$ cat src/hw/rtl/tte_pkg.sv
// types, codes and score helpers of the transposition table engine
`timescale 1ns / 1ps
`default_nettype none
package tte_pkg;

  localparam logic [1:0] ACT_PROBE = 2'd0;
  localparam logic [1:0] ACT_STORE = 2'd1;
  localparam logic [1:0] ACT_CLEAR = 2'd2;

  localparam logic CFG_PROBE_LIMIT  = 1'b0;
  localparam logic CFG_RECYCLE_BACK = 1'b1;

  localparam logic [3:0] PROBE_LIMIT_RST  = 4'd6;
  localparam logic [3:0] RECYCLE_BACK_RST = 4'd0;

  localparam logic signed [15:0] MATE_EDGE  = 16'sd9000;
  localparam logic signed [15:0] EXACT_BETA = -16'sd20000;

  typedef enum logic [3:0] {
    S_INIT, S_IDLE, S_MOD, S_RD, S_CHK, S_RRD, S_RCHK, S_WR, S_CLR, S_DONE
  } state_t;

  typedef struct packed {
    logic [31:0]        check;
    logic [7:0]         depth;
    logic signed [15:0] score;
    logic [15:0]        move;
    logic               exact;
  } entry_t;

  typedef struct packed {
    logic ld_in;
    logic mod_step;
    logic rd;
    logic step;
    logic recycle;
    logic wr;
    logic clr_wr;
    logic ld_out;
  } cmd_t;

  typedef struct packed {
    logic [1:0] act;
    logic       mod_last;
    logic       sweep_last;
    logic       walk_more;
    logic       rec_need;
    logic       repl_ok;
    logic       out_free;
  } status_t;

  function automatic logic signed [15:0] sat16(input logic signed [16:0] v);
    logic signed [15:0] r;
    if (v > 17'sd32767) begin
      r = 16'sh7fff;
    end else if (v < -17'sd32768) begin
      r = 16'sh8000;
    end else begin
      r = v[15:0];
    end
    return r;
  endfunction

  // toward_root: probe direction, else store direction
  function automatic logic signed [15:0] mate_adj(input logic signed [15:0] s,
                                                  input logic [7:0] p,
                                                  input logic toward_root);
    logic signed [16:0] s17;
    logic signed [16:0] p17;
    logic signed [15:0] r;
    s17 = {s[15], s};
    p17 = signed'({9'b0, p});
    r = s;
    if (s > MATE_EDGE) begin
      r = toward_root ? sat16(s17 - p17) : sat16(s17 + p17);
    end else if (s < -MATE_EDGE) begin
      r = toward_root ? sat16(s17 + p17) : sat16(s17 - p17);
    end
    return r;
  endfunction

endpackage
`default_nettype wire

$ cat src/hw/rtl/tte_ctrl.sv
// controller state machine of the transposition table engine
`timescale 1ns / 1ps
`default_nettype none
module tte_ctrl (
  input  wire logic            clk,
  input  wire logic            rst,
  input  wire logic            in_valid,
  output logic                 in_ready,
  input  tte_pkg::status_t     status,
  output tte_pkg::cmd_t        cmd
);
  import tte_pkg::*;

  state_t state;
  state_t state_next;

  always_ff @(posedge clk) begin
    if (rst) begin
      state <= S_INIT;
    end else begin
      state <= state_next;
    end
  end

  always_comb begin
    state_next = state;
    unique case (state)
      S_INIT: if (status.sweep_last) state_next = S_IDLE;
      S_IDLE: if (in_valid) state_next = S_MOD;
      S_MOD: begin
        if (status.mod_last) begin
          priority if (status.act == ACT_CLEAR) state_next = S_CLR;
          else if (status.act == ACT_PROBE || status.act == ACT_STORE) state_next = S_RD;
          else state_next = S_DONE;
        end
      end
      S_RD:  state_next = S_CHK;
      S_CHK: begin
        priority if (status.walk_more) state_next = S_RD;
        else if (status.act != ACT_STORE) state_next = S_DONE;
        else if (status.rec_need) state_next = S_RRD;
        else if (status.repl_ok) state_next = S_WR;
        else state_next = S_DONE;
      end
      S_RRD:  state_next = S_RCHK;
      S_RCHK: state_next = status.repl_ok ? S_WR : S_DONE;
      S_WR:   state_next = S_DONE;
      S_CLR:  if (status.sweep_last) state_next = S_DONE;
      S_DONE: if (status.out_free) state_next = S_IDLE;
      default: state_next = S_INIT;
    endcase
  end

  always_comb begin
    cmd = '0;
    in_ready = 1'b0;
    unique case (state)
      S_INIT: cmd.clr_wr = 1'b1;
      S_IDLE: begin
        in_ready  = 1'b1;
        cmd.ld_in = in_valid;
      end
      S_MOD:  cmd.mod_step = 1'b1;
      S_RD:   cmd.rd = 1'b1;
      S_CHK: begin
        cmd.step    = status.walk_more;
        cmd.recycle = !status.walk_more && status.act == ACT_STORE && status.rec_need;
      end
      S_RRD:  cmd.rd = 1'b1;
      S_RCHK: ;
      S_WR:   cmd.wr = 1'b1;
      S_CLR:  cmd.clr_wr = 1'b1;
      S_DONE: cmd.ld_out = status.out_free;
      default: ;
    endcase
  end

endmodule
`default_nettype wire

$ cat config.mk
export PLATFORM = sky130hd
export DESIGN_NAME = tte_ctrl
export DESIGN_NICKNAME = d
export VERILOG_FILES = /design/src/hw/rtl/tte_pkg.sv /design/src/hw/rtl/tte_ctrl.sv
export SDC_FILE = /design/constraint.sdc
export NUM_CORES = 1
export LEC_CHECK = 0
export ABC_CLOCK_PERIOD_IN_PS = 2000
export BUFFER_PORTS_ARGS = -buffer_cell sky130_fd_sc_hd__buf_2
export CORE_MARGIN = 8
export CORE_UTILIZATION = 30
export DETAILED_ROUTE_END_ITERATION = 8
export PLACE_DENSITY_LB_ADDON = 0.15
export RECOVER_POWER = 25
export SYNTH_ARGS = -nofsm -noshare
export SYNTH_HDL_FRONTEND = slang
export SYNTH_SLANG_ARGS = --single-unit
$ cat constraint.sdc
create_clock -name clk -period 2 [get_ports clk]
set_input_delay 0.2 -clock clk [delete_from_list [all_inputs] [get_ports clk]]
set_output_delay 0.2 -clock clk [all_outputs]
set_load 0.005 [all_outputs]
# After elaboration in Yosys (flattened, before gate mapping)
# Index checks and enable logic that the tools add are counted.
# op_classes
add_sub_neg,0
mul,0
div_mod_pow,0
order_cmp,0
eq_ne,17
n_shift,0
n_mux,20
bitwise_logic,0
n_reduce_logical,9
# ops
op,n
$mux 4,11
$pmux 4 s10,1
$eq 4x3->1 const B,4
$ne 2x2->1 const B,5
$eq 4x2->1 const B,2
$eq 4x4->1 const B,2
$mux 1,7
$reduce_and 5->1,1
$eq 4x1->1 const B,1
$logic_not 4->1,1
$reduce_or 2->1,2
$eq 2x1->1 const B,1
$eq 2x2->1 const B,1
$logic_and 1x1->1,2
$logic_not 2->1,1
$mux 2,1
$ne 2x1->1 const B,1
$logic_not 1->1,1
$logic_or 1x1->1,1
# totals
ff_bits,4
latch_bits,0
ram_bits,0
mem_bits_ro,0
output_inout_bits,9
word_cells,47
mem_count,0

# Depth between registers and ports, before layout
# Gate-level depths: netlist of run 1.
# depth
word_depth,6
mapped_depth,6

# Least setup slack after synthesis of run 1
# No wires, ideal clock.
# synth_timing
path_type,reg2reg
from,register state[0]
to,register state[1]
setup_time_ps,119
arrival_ps,1158
t_required_ps,1881
setup_slack_ps,723
path_stages_with_launch,5
n_path_buf,2
synth_period_minus_slack_ps,1277
cell_sequence,dfxtp_1 -> buf_6 -> buf_4 -> o41ai_1 -> a2bb2o_2
# synth_via
elab_chain_len,3
elab_cells_between_ends,17
# synth_rtl
item,line,rtl
from (decl),tte_ctrl.sv:14,state_t state;
from (signal assigned),tte_ctrl.sv:21,state <= state_next;
"$eq 4x2->1, or another cell as far along",tte_ctrl.sv:27,unique case (state)
$ne 2x2->1 (no line),-,
$reduce_and 5->1 (no line),-,
# Parallel ways exist; a longest one is shown, timed or not.
# A chain may end at the register's enable or synchronous reset.

==> impl_metrics.csv, run 1 <==
group,metric,value,unit
finish,n_antenna_cell,0,
grt,use_met3,3.65,%
floorplanning,fp.dieH,55.8,um
synthesis,synth_area,475,um2
sta,finalCriticalPeriod,1.71,ns
drt,wl_per_cell,12.8,um
floorplanning,die_w,55.8,um
worst_setup_path,critPathCaptureType,"output pin",
sta,timing.final.crit_share,85.5,%
clocking,hold_buffers,0,
finish,areaGrowthSynthToFinish,19.5,%
drt,routed_wirelength,1.26,mm
grt,use_met1,9.41,%
finish,multi_input_area,345,um2
grt,grt_pass1_vias,542,
floorplanning,die-area,3110,um2
clocking,clk_latency,0.23,ns
sta,rsz0062_at_grt,"no",
job,cap_violations,0,
sta,finalSetupViolCount,0,
worst_setup_path,cpMaxStageDelayCell,"dfxtp_1",
worst_setup_path,critical_path.top_delay_family,"flip-flops",
min_path,min_path_type,"in2reg",
clocking,cts_setup_buffers,0,
clocking,root_buffer,"clkbuf_4",
synthesis,synth_warnings,0,
finish,layout_commonest_cell,"buf_2",
floorplanning,num_rows,14,
synthesis,synth_cell_types,33,
finish,drive_gt1_share,30.1,%
grt,gr-usage-met2,12.3,%
synthesis,ys_seq_area_share,16.8,%
grt,antenna_found_initial,0,
sta,hold_viol,0,
clocking,cts_tree,"done",
drt,postRouteAntennaNets,0,
grt,grt_busiest_layer,"met2",
placed_design,portBuffers,19,
drt,vias,538,
power_and_ir_drop,vdd_ir_drop_max,0.298,mV
clocking,numCtsBuffers,3,
drt,dr.pass1.iters,4,
synthesis,syn_nets,77,
finish,reg.largest.list,"state x4",
power_and_ir_drop,power_leakage,0.242,nW
finish,largest_reg_flops,4,
clocking,ctsLongestPathBuffers,2,
placed_design,dpl_cell_area,548,um2
clocking,cts.clk_slew.worst_paths,0.04,ns
synthesis,synth-seq-cells,4,
sta,totalNegativeSetupSlack,0,ns
worst_setup_path,criticalPathCategory,"reg2out",
sta,fmax,0.585,GHz
finish,fill_cells,167,
grt,grt_max_degree,19,
sta,slew-limit-headroom,62.1,%
finish,final_cells,99,
worst_setup_path,worstSetupEndpoint,"cmd[7]",
synthesis,synth_ff_type,"dfxtp_1",
run_status,status,"finished clean",
floorplanning,initial_core_util,31.9,%
placed_design,dp_cells,96,
worst_setup_path,path_cells,"nand2b_1, nor3_1, and2_1, buf_2",
worst_setup_path,cp.arrival,1.51,ns
grt,grt_usage,8.34,%
synthesis,ys_async_sr_fraction,0,%
finish,design_area,568,um2
worst_setup_path,crit_start,"state[0]$_SDFFE_PP0P_",
sta,slew_viol_final,0,
placed_design,hpwl,1.01,mm
sta,finClkSkew,0.00217,ns
drt,via_per_inst,5.43,
worst_setup_path,r2r_start,"state[0]$_SDFFE_PP0P_",
worst_setup_path,reg2regPathDepth,4,
drt,drc,0,
power_and_ir_drop,power_density,597,nW/um2
synthesis,post_synth.cell_area_avg,7.20,um2
worst_setup_path,rrSetupSlack,0.42,ns
finish,final_cell_mix,"buf_2, nor2_1, nor3_1, dfxtp_1",
worst_setup_path,cp_max_fo,18,
sta,worstMarginPinSlew,0.568,ns
finish,final_nets,96,
drt,drtIter0Drc,9,
clocking,cts_resized,0,
worst_setup_path,r2r-end,"state[1]$_SDFFE_PP0P_",
floorplanning,core,1490,um2
worst_setup_path,path_depth,4,
worst_setup_path,crit_required,1.80,ns
finish,largest-register,"state",
worst_setup_path,startpoint_type,"flop",
worst_setup_path,crit_buf_inv,1,
synthesis,syn_inst,66,
placed_design,place_congestion,0.789,
synthesis,synth_edf_count,0,
clocking,h-tree-depth,1,
grt,overflow,0,
power_and_ir_drop,p_total,0.339,mW
worst_setup_path,cpPeakStageDelay,0.67,ns
finish,regArea,80.1,um2
clocking,clkSinkCount,4,
floorplanning,num_io_pins,20,
grt,grt_pass1_wl,2.22,mm
==> synthesized netlist by cell type (all sizes together), types with 2 or more instances <==
library cell,count,area (um2)
nand3,2,10.0
buf,5,42.5
o21ai,3,15.0
a21oi,3,15.0
nor3b,2,20.0
nand2b,3,18.8
and2,2,12.5
nand2,2,7.51
a2bb2oi,2,17.5
nor2,13,48.8
nor3,4,20.0
nor2b,3,21.3
o31ai,3,22.5
dfxtp,4,80.1
inv,2,7.51
==> layout make-up <==
| cell class | count | share of cell area (%) |
|---|---|---|
| clock buffers | 3 | 3.96 |
| repair buffers | 19 | 16.3 |
| flip-flops and latches | 4 | 14.1 |
| inverters | 2 | 1.32 |
| well taps | 16 | 3.52 |
| multi-input cells | 55 | 60.8 |
==> cell families after synthesis <==
group / share of synthesized area, %
simple gates: 38.7
compound gates: 27.6
buf+inv: 10.5
flops: 16.8
mux: 4.47
xor+xnor: 1.84
==> through the flow <==
stage / hold slack, ns / utilization, % / setup slack, ns
after CTS: 0.175 / 38.3 / 0.282
after detailed placement: 0.429 / 36.8 / 0.422
after floorplan: 0.272 / - / 0.723
after global routing: 0.186 / 38.2 / 0.120
final: 0.186 / 38.2 / 0.290
after global placement: 0.424 / 36.8 / 0.455
==> power breakdown <==
| group | switching (mW) | internal, mW |
|---|---|---|
| clock | 0.0292 | 0.0668 |
| sequential | 0.0331 | 0.0883 |
| combinational | 0.0579 | 0.0636 |
| total | 0.120 | 0.219 |
==> metal layers <==
metal | vias up | wire, um
met4 | 0 | 22
met1 | 239 | 563
met3 | 2 | 104
met2 | 21 | 574
li1 | 276 | -
met5 | - | 0
==> worst min-delay path by stage <==
stage	startpoint	to	cells past startpoint
2_1_floorplan	rst	state[2]$_SDFFE_PP0P_	1
3_3_place_gp	rst	state[2]$_SDFFE_PP0P_	2
3_5_place_dp	rst	state[2]$_SDFFE_PP0P_	2
4_1_cts	rst	state[2]$_SDFFE_PP0P_	2
5_1_grt	rst	state[2]$_SDFFE_PP0P_	2
6_report	rst	state[2]$_SDFFE_PP0P_	2
(Power assumes the default switching activity.)
==> run 2: changes to the inputs <==
--- a/config.mk
+++ b/config.mk
@@ -10,8 +10,9 @@
 export CORE_MARGIN = 8
 export CORE_UTILIZATION = 30
 export DETAILED_ROUTE_END_ITERATION = 8
-export PLACE_DENSITY_LB_ADDON = 0.15
+export PLACE_DENSITY = 0.6
 export RECOVER_POWER = 25
 export SYNTH_ARGS = -nofsm -noshare
 export SYNTH_HDL_FRONTEND = slang
 export SYNTH_SLANG_ARGS = --single-unit
+export TNS_END_PERCENT = 1
==> run 2 against run 1 <==
Effect of this change:
- clock power increased by 8%
- critical path depth is the same
- flip-flop and latch count is the same
- design area increased by 0.22%
- non-clock buffer count unchanged
- first-iteration DRC count grew 56%
- largest cell class unchanged
==> impl_metrics.csv, run 2 (synthesis results as in run 1) <==
group,metric,value,unit
sta,worstMarginPinSlew,0.578,ns
clocking,cts_resized,0,
worst_setup_path,critPathCaptureType,"output pin",
floorplanning,num_io_pins,20,
sta,finalCriticalPeriod,1.76,ns
power_and_ir_drop,power_frac_seq,35.1,%
power_and_ir_drop,power_density,613,nW/um2
finish,final_nets,96,
finish,layout_commonest_cell,"buf_2",
power_and_ir_drop,pwr-share-comb,35.0,%
drt,via_per_inst,5.56,
clocking,cts_tree,"done",
job,cap_violations,0,
worst_setup_path,cpMaxStageDelayCell,"dfxtp_1",
sta,rsz0062_at_grt,"no",
drt,postRouteAntennaNets,0,
worst_setup_path,worstSetupEndpoint,"cmd[7]",
clocking,numCtsBuffers,3,
placed_design,portBuffers,19,
power_and_ir_drop,intPower,0.219,mW
clocking,ctsLongestPathBuffers,2,
floorplanning,die_w,55.8,um
sta,finalSetupViolCount,0,
worst_setup_path,path_cells,"nand2b_1, nor3_1, and2_1, buf_2",
min_path,hold_path_depth,2,
clocking,clk_latency,0.24,ns
worst_setup_path,rrSetupSlack,0.39,ns
clocking,h-tree-depth,1,
floorplanning,core,1490,um2
finish,drive_gt1_share,31.3,%
floorplanning,die-area,3110,um2
worst_setup_path,r2r-end,"state[1]$_SDFFE_PP0P_",
power_and_ir_drop,p_total,0.349,mW
finish,regArea,80.1,um2
power_and_ir_drop,vdd_ir_drop_max,0.438,mV
sta,totalNegativeSetupSlack,0,ns
worst_setup_path,reg2regPathDepth,4,
run_status,status,"finished clean",
finish,fin_util,38.2,%
finish,final_cell_mix,"buf_2, nor2_1, nor3_1, dfxtp_1",
sta,slew-limit-headroom,61.4,%
placed_design,place_congestion,0.825,
sta,finClkSkew,0.00680,ns
grt,grt_pass1_wl,2.17,mm
finish,reg.largest.list,"state x4",
worst_setup_path,crit_buf_inv,1,
sta,hold_viol,0,
sta,timing.final.crit_share,87.9,%
worst_setup_path,cp.arrival,1.56,ns
drt,vias,550,
clocking,cts.clk_slew.worst_paths,0.04,ns
power_and_ir_drop,swShare,37.1,%
drt,drc,0,
sta,hold_ws,0.166,ns
grt,antenna_found_initial,0,
clocking,clkSinkCount,4,
drt,routed_wirelength,1.32,mm
power_and_ir_drop,power_leakage,0.246,nW
clocking,hold_buffers,0,
worst_setup_path,critical_path.top_delay_family,"flip-flops",
floorplanning,initial_core_util,31.9,%
power_and_ir_drop,p_sw,0.129,mW
finish,multi_input_area,345,um2
finish,n_antenna_cell,0,
clocking,cts_setup_buffers,0,
worst_setup_path,startpoint_type,"flop",
grt,grt_max_degree,19,
power_and_ir_drop,pwr-share-clk,29.9,%
worst_setup_path,crit_start,"state[0]$_SDFFE_PP0P_",
clocking,root_buffer,"clkbuf_4",
worst_setup_path,cp_max_fo,18,
worst_setup_path,crit_required,1.80,ns
floorplanning,num_rows,14,
sta,fmax,0.569,GHz
sta,slew_viol_final,0,
grt,grt_usage,8.19,%
finish,largest_reg_flops,4,
placed_design,hpwl,999,um
floorplanning,fp.dieH,55.8,um
drt,drtIter0Drc,14,
finish,fill_cells,158,
drt,wl_per_cell,13.3,um
grt,grt_pass1_vias,530,
finish,largest-register,"state",
finish,areaGrowthSynthToFinish,19.7,%
worst_setup_path,path_depth,4,
worst_setup_path,cpPeakStageDelay,0.68,ns
worst_setup_path,criticalPathCategory,"reg2out",
grt,overflow,0,
min_path,min_path_type,"in2reg",
worst_setup_path,r2r_start,"state[1]$_SDFFE_PP0P_",
drt,dr.pass1.iters,4,
-- run 2: cell count changes in the layout (fill, tap and decap cells not counted), sizes merged --
cell,previous run,this run
buf,17,18
clkbuf,5,4
-- run 2: worst min-delay path by stage --
stage / startpoint / end
after detailed placement: rst / state[2]$_SDFFE_PP0P_
after global routing: rst / state[2]$_SDFFE_PP0P_
final: rst / state[2]$_SDFFE_PP0P_
after floorplan: rst / state[2]$_SDFFE_PP0P_
after global placement: rst / state[2]$_SDFFE_PP0P_
after CTS: rst / state[2]$_SDFFE_PP0P_
-- run 2: layout make-up --
type / instances / share of cell area, %
tap: 16 / 3.52
clock buffer: 3 / 3.96
multi-input combinational: 55 / 60.7
inverter: 2 / 1.32
sequential: 4 / 14.1
timing repair buffer: 19 / 16.5
-- run 2: metrics by stage --
stage | std cells | setup slack [ns] | instance area, um2
3_3_place_gp | 96 | 0.487 | 548
3_5_place_dp | 96 | 0.412 | 548
6_report | 99 | 0.242 | 569
4_1_cts | 99 | 0.255 | 571
5_1_grt | 99 | 0.0648 | 569
2_1_floorplan | 66 | 0.723 | 475
-- run 2: per-layer routing --
metal	vias to the layer above	GRT usage (%)	routed length [um]	share of wire, %
li1	276	-	-	-
met1	247	9.75	627	48
met2	22	11.4	561	43
met3	5	4.57	98	7.4
met4	0	4.12	29	2.2
met5	-	0	0	0
-- run 2: worst register-to-register path: stages, from the launching register on --
cell,delay (ns)
dfxtp_1,0.64
nor2b_2,0.09
o21a_1,0.18
o311ai_1,0.29
a2bb2o_2,0.30
-- run 2: power groups by stage --
stage               clock network (mW)  registers, mW  logic (mW)
floorplan                            0         0.0958       0.123
global route                     0.114          0.126       0.138
CTS                              0.109          0.121       0.125
global placement                     0          0.121       0.125
finish                           0.104          0.122       0.122
detailed placement                   0          0.122       0.124
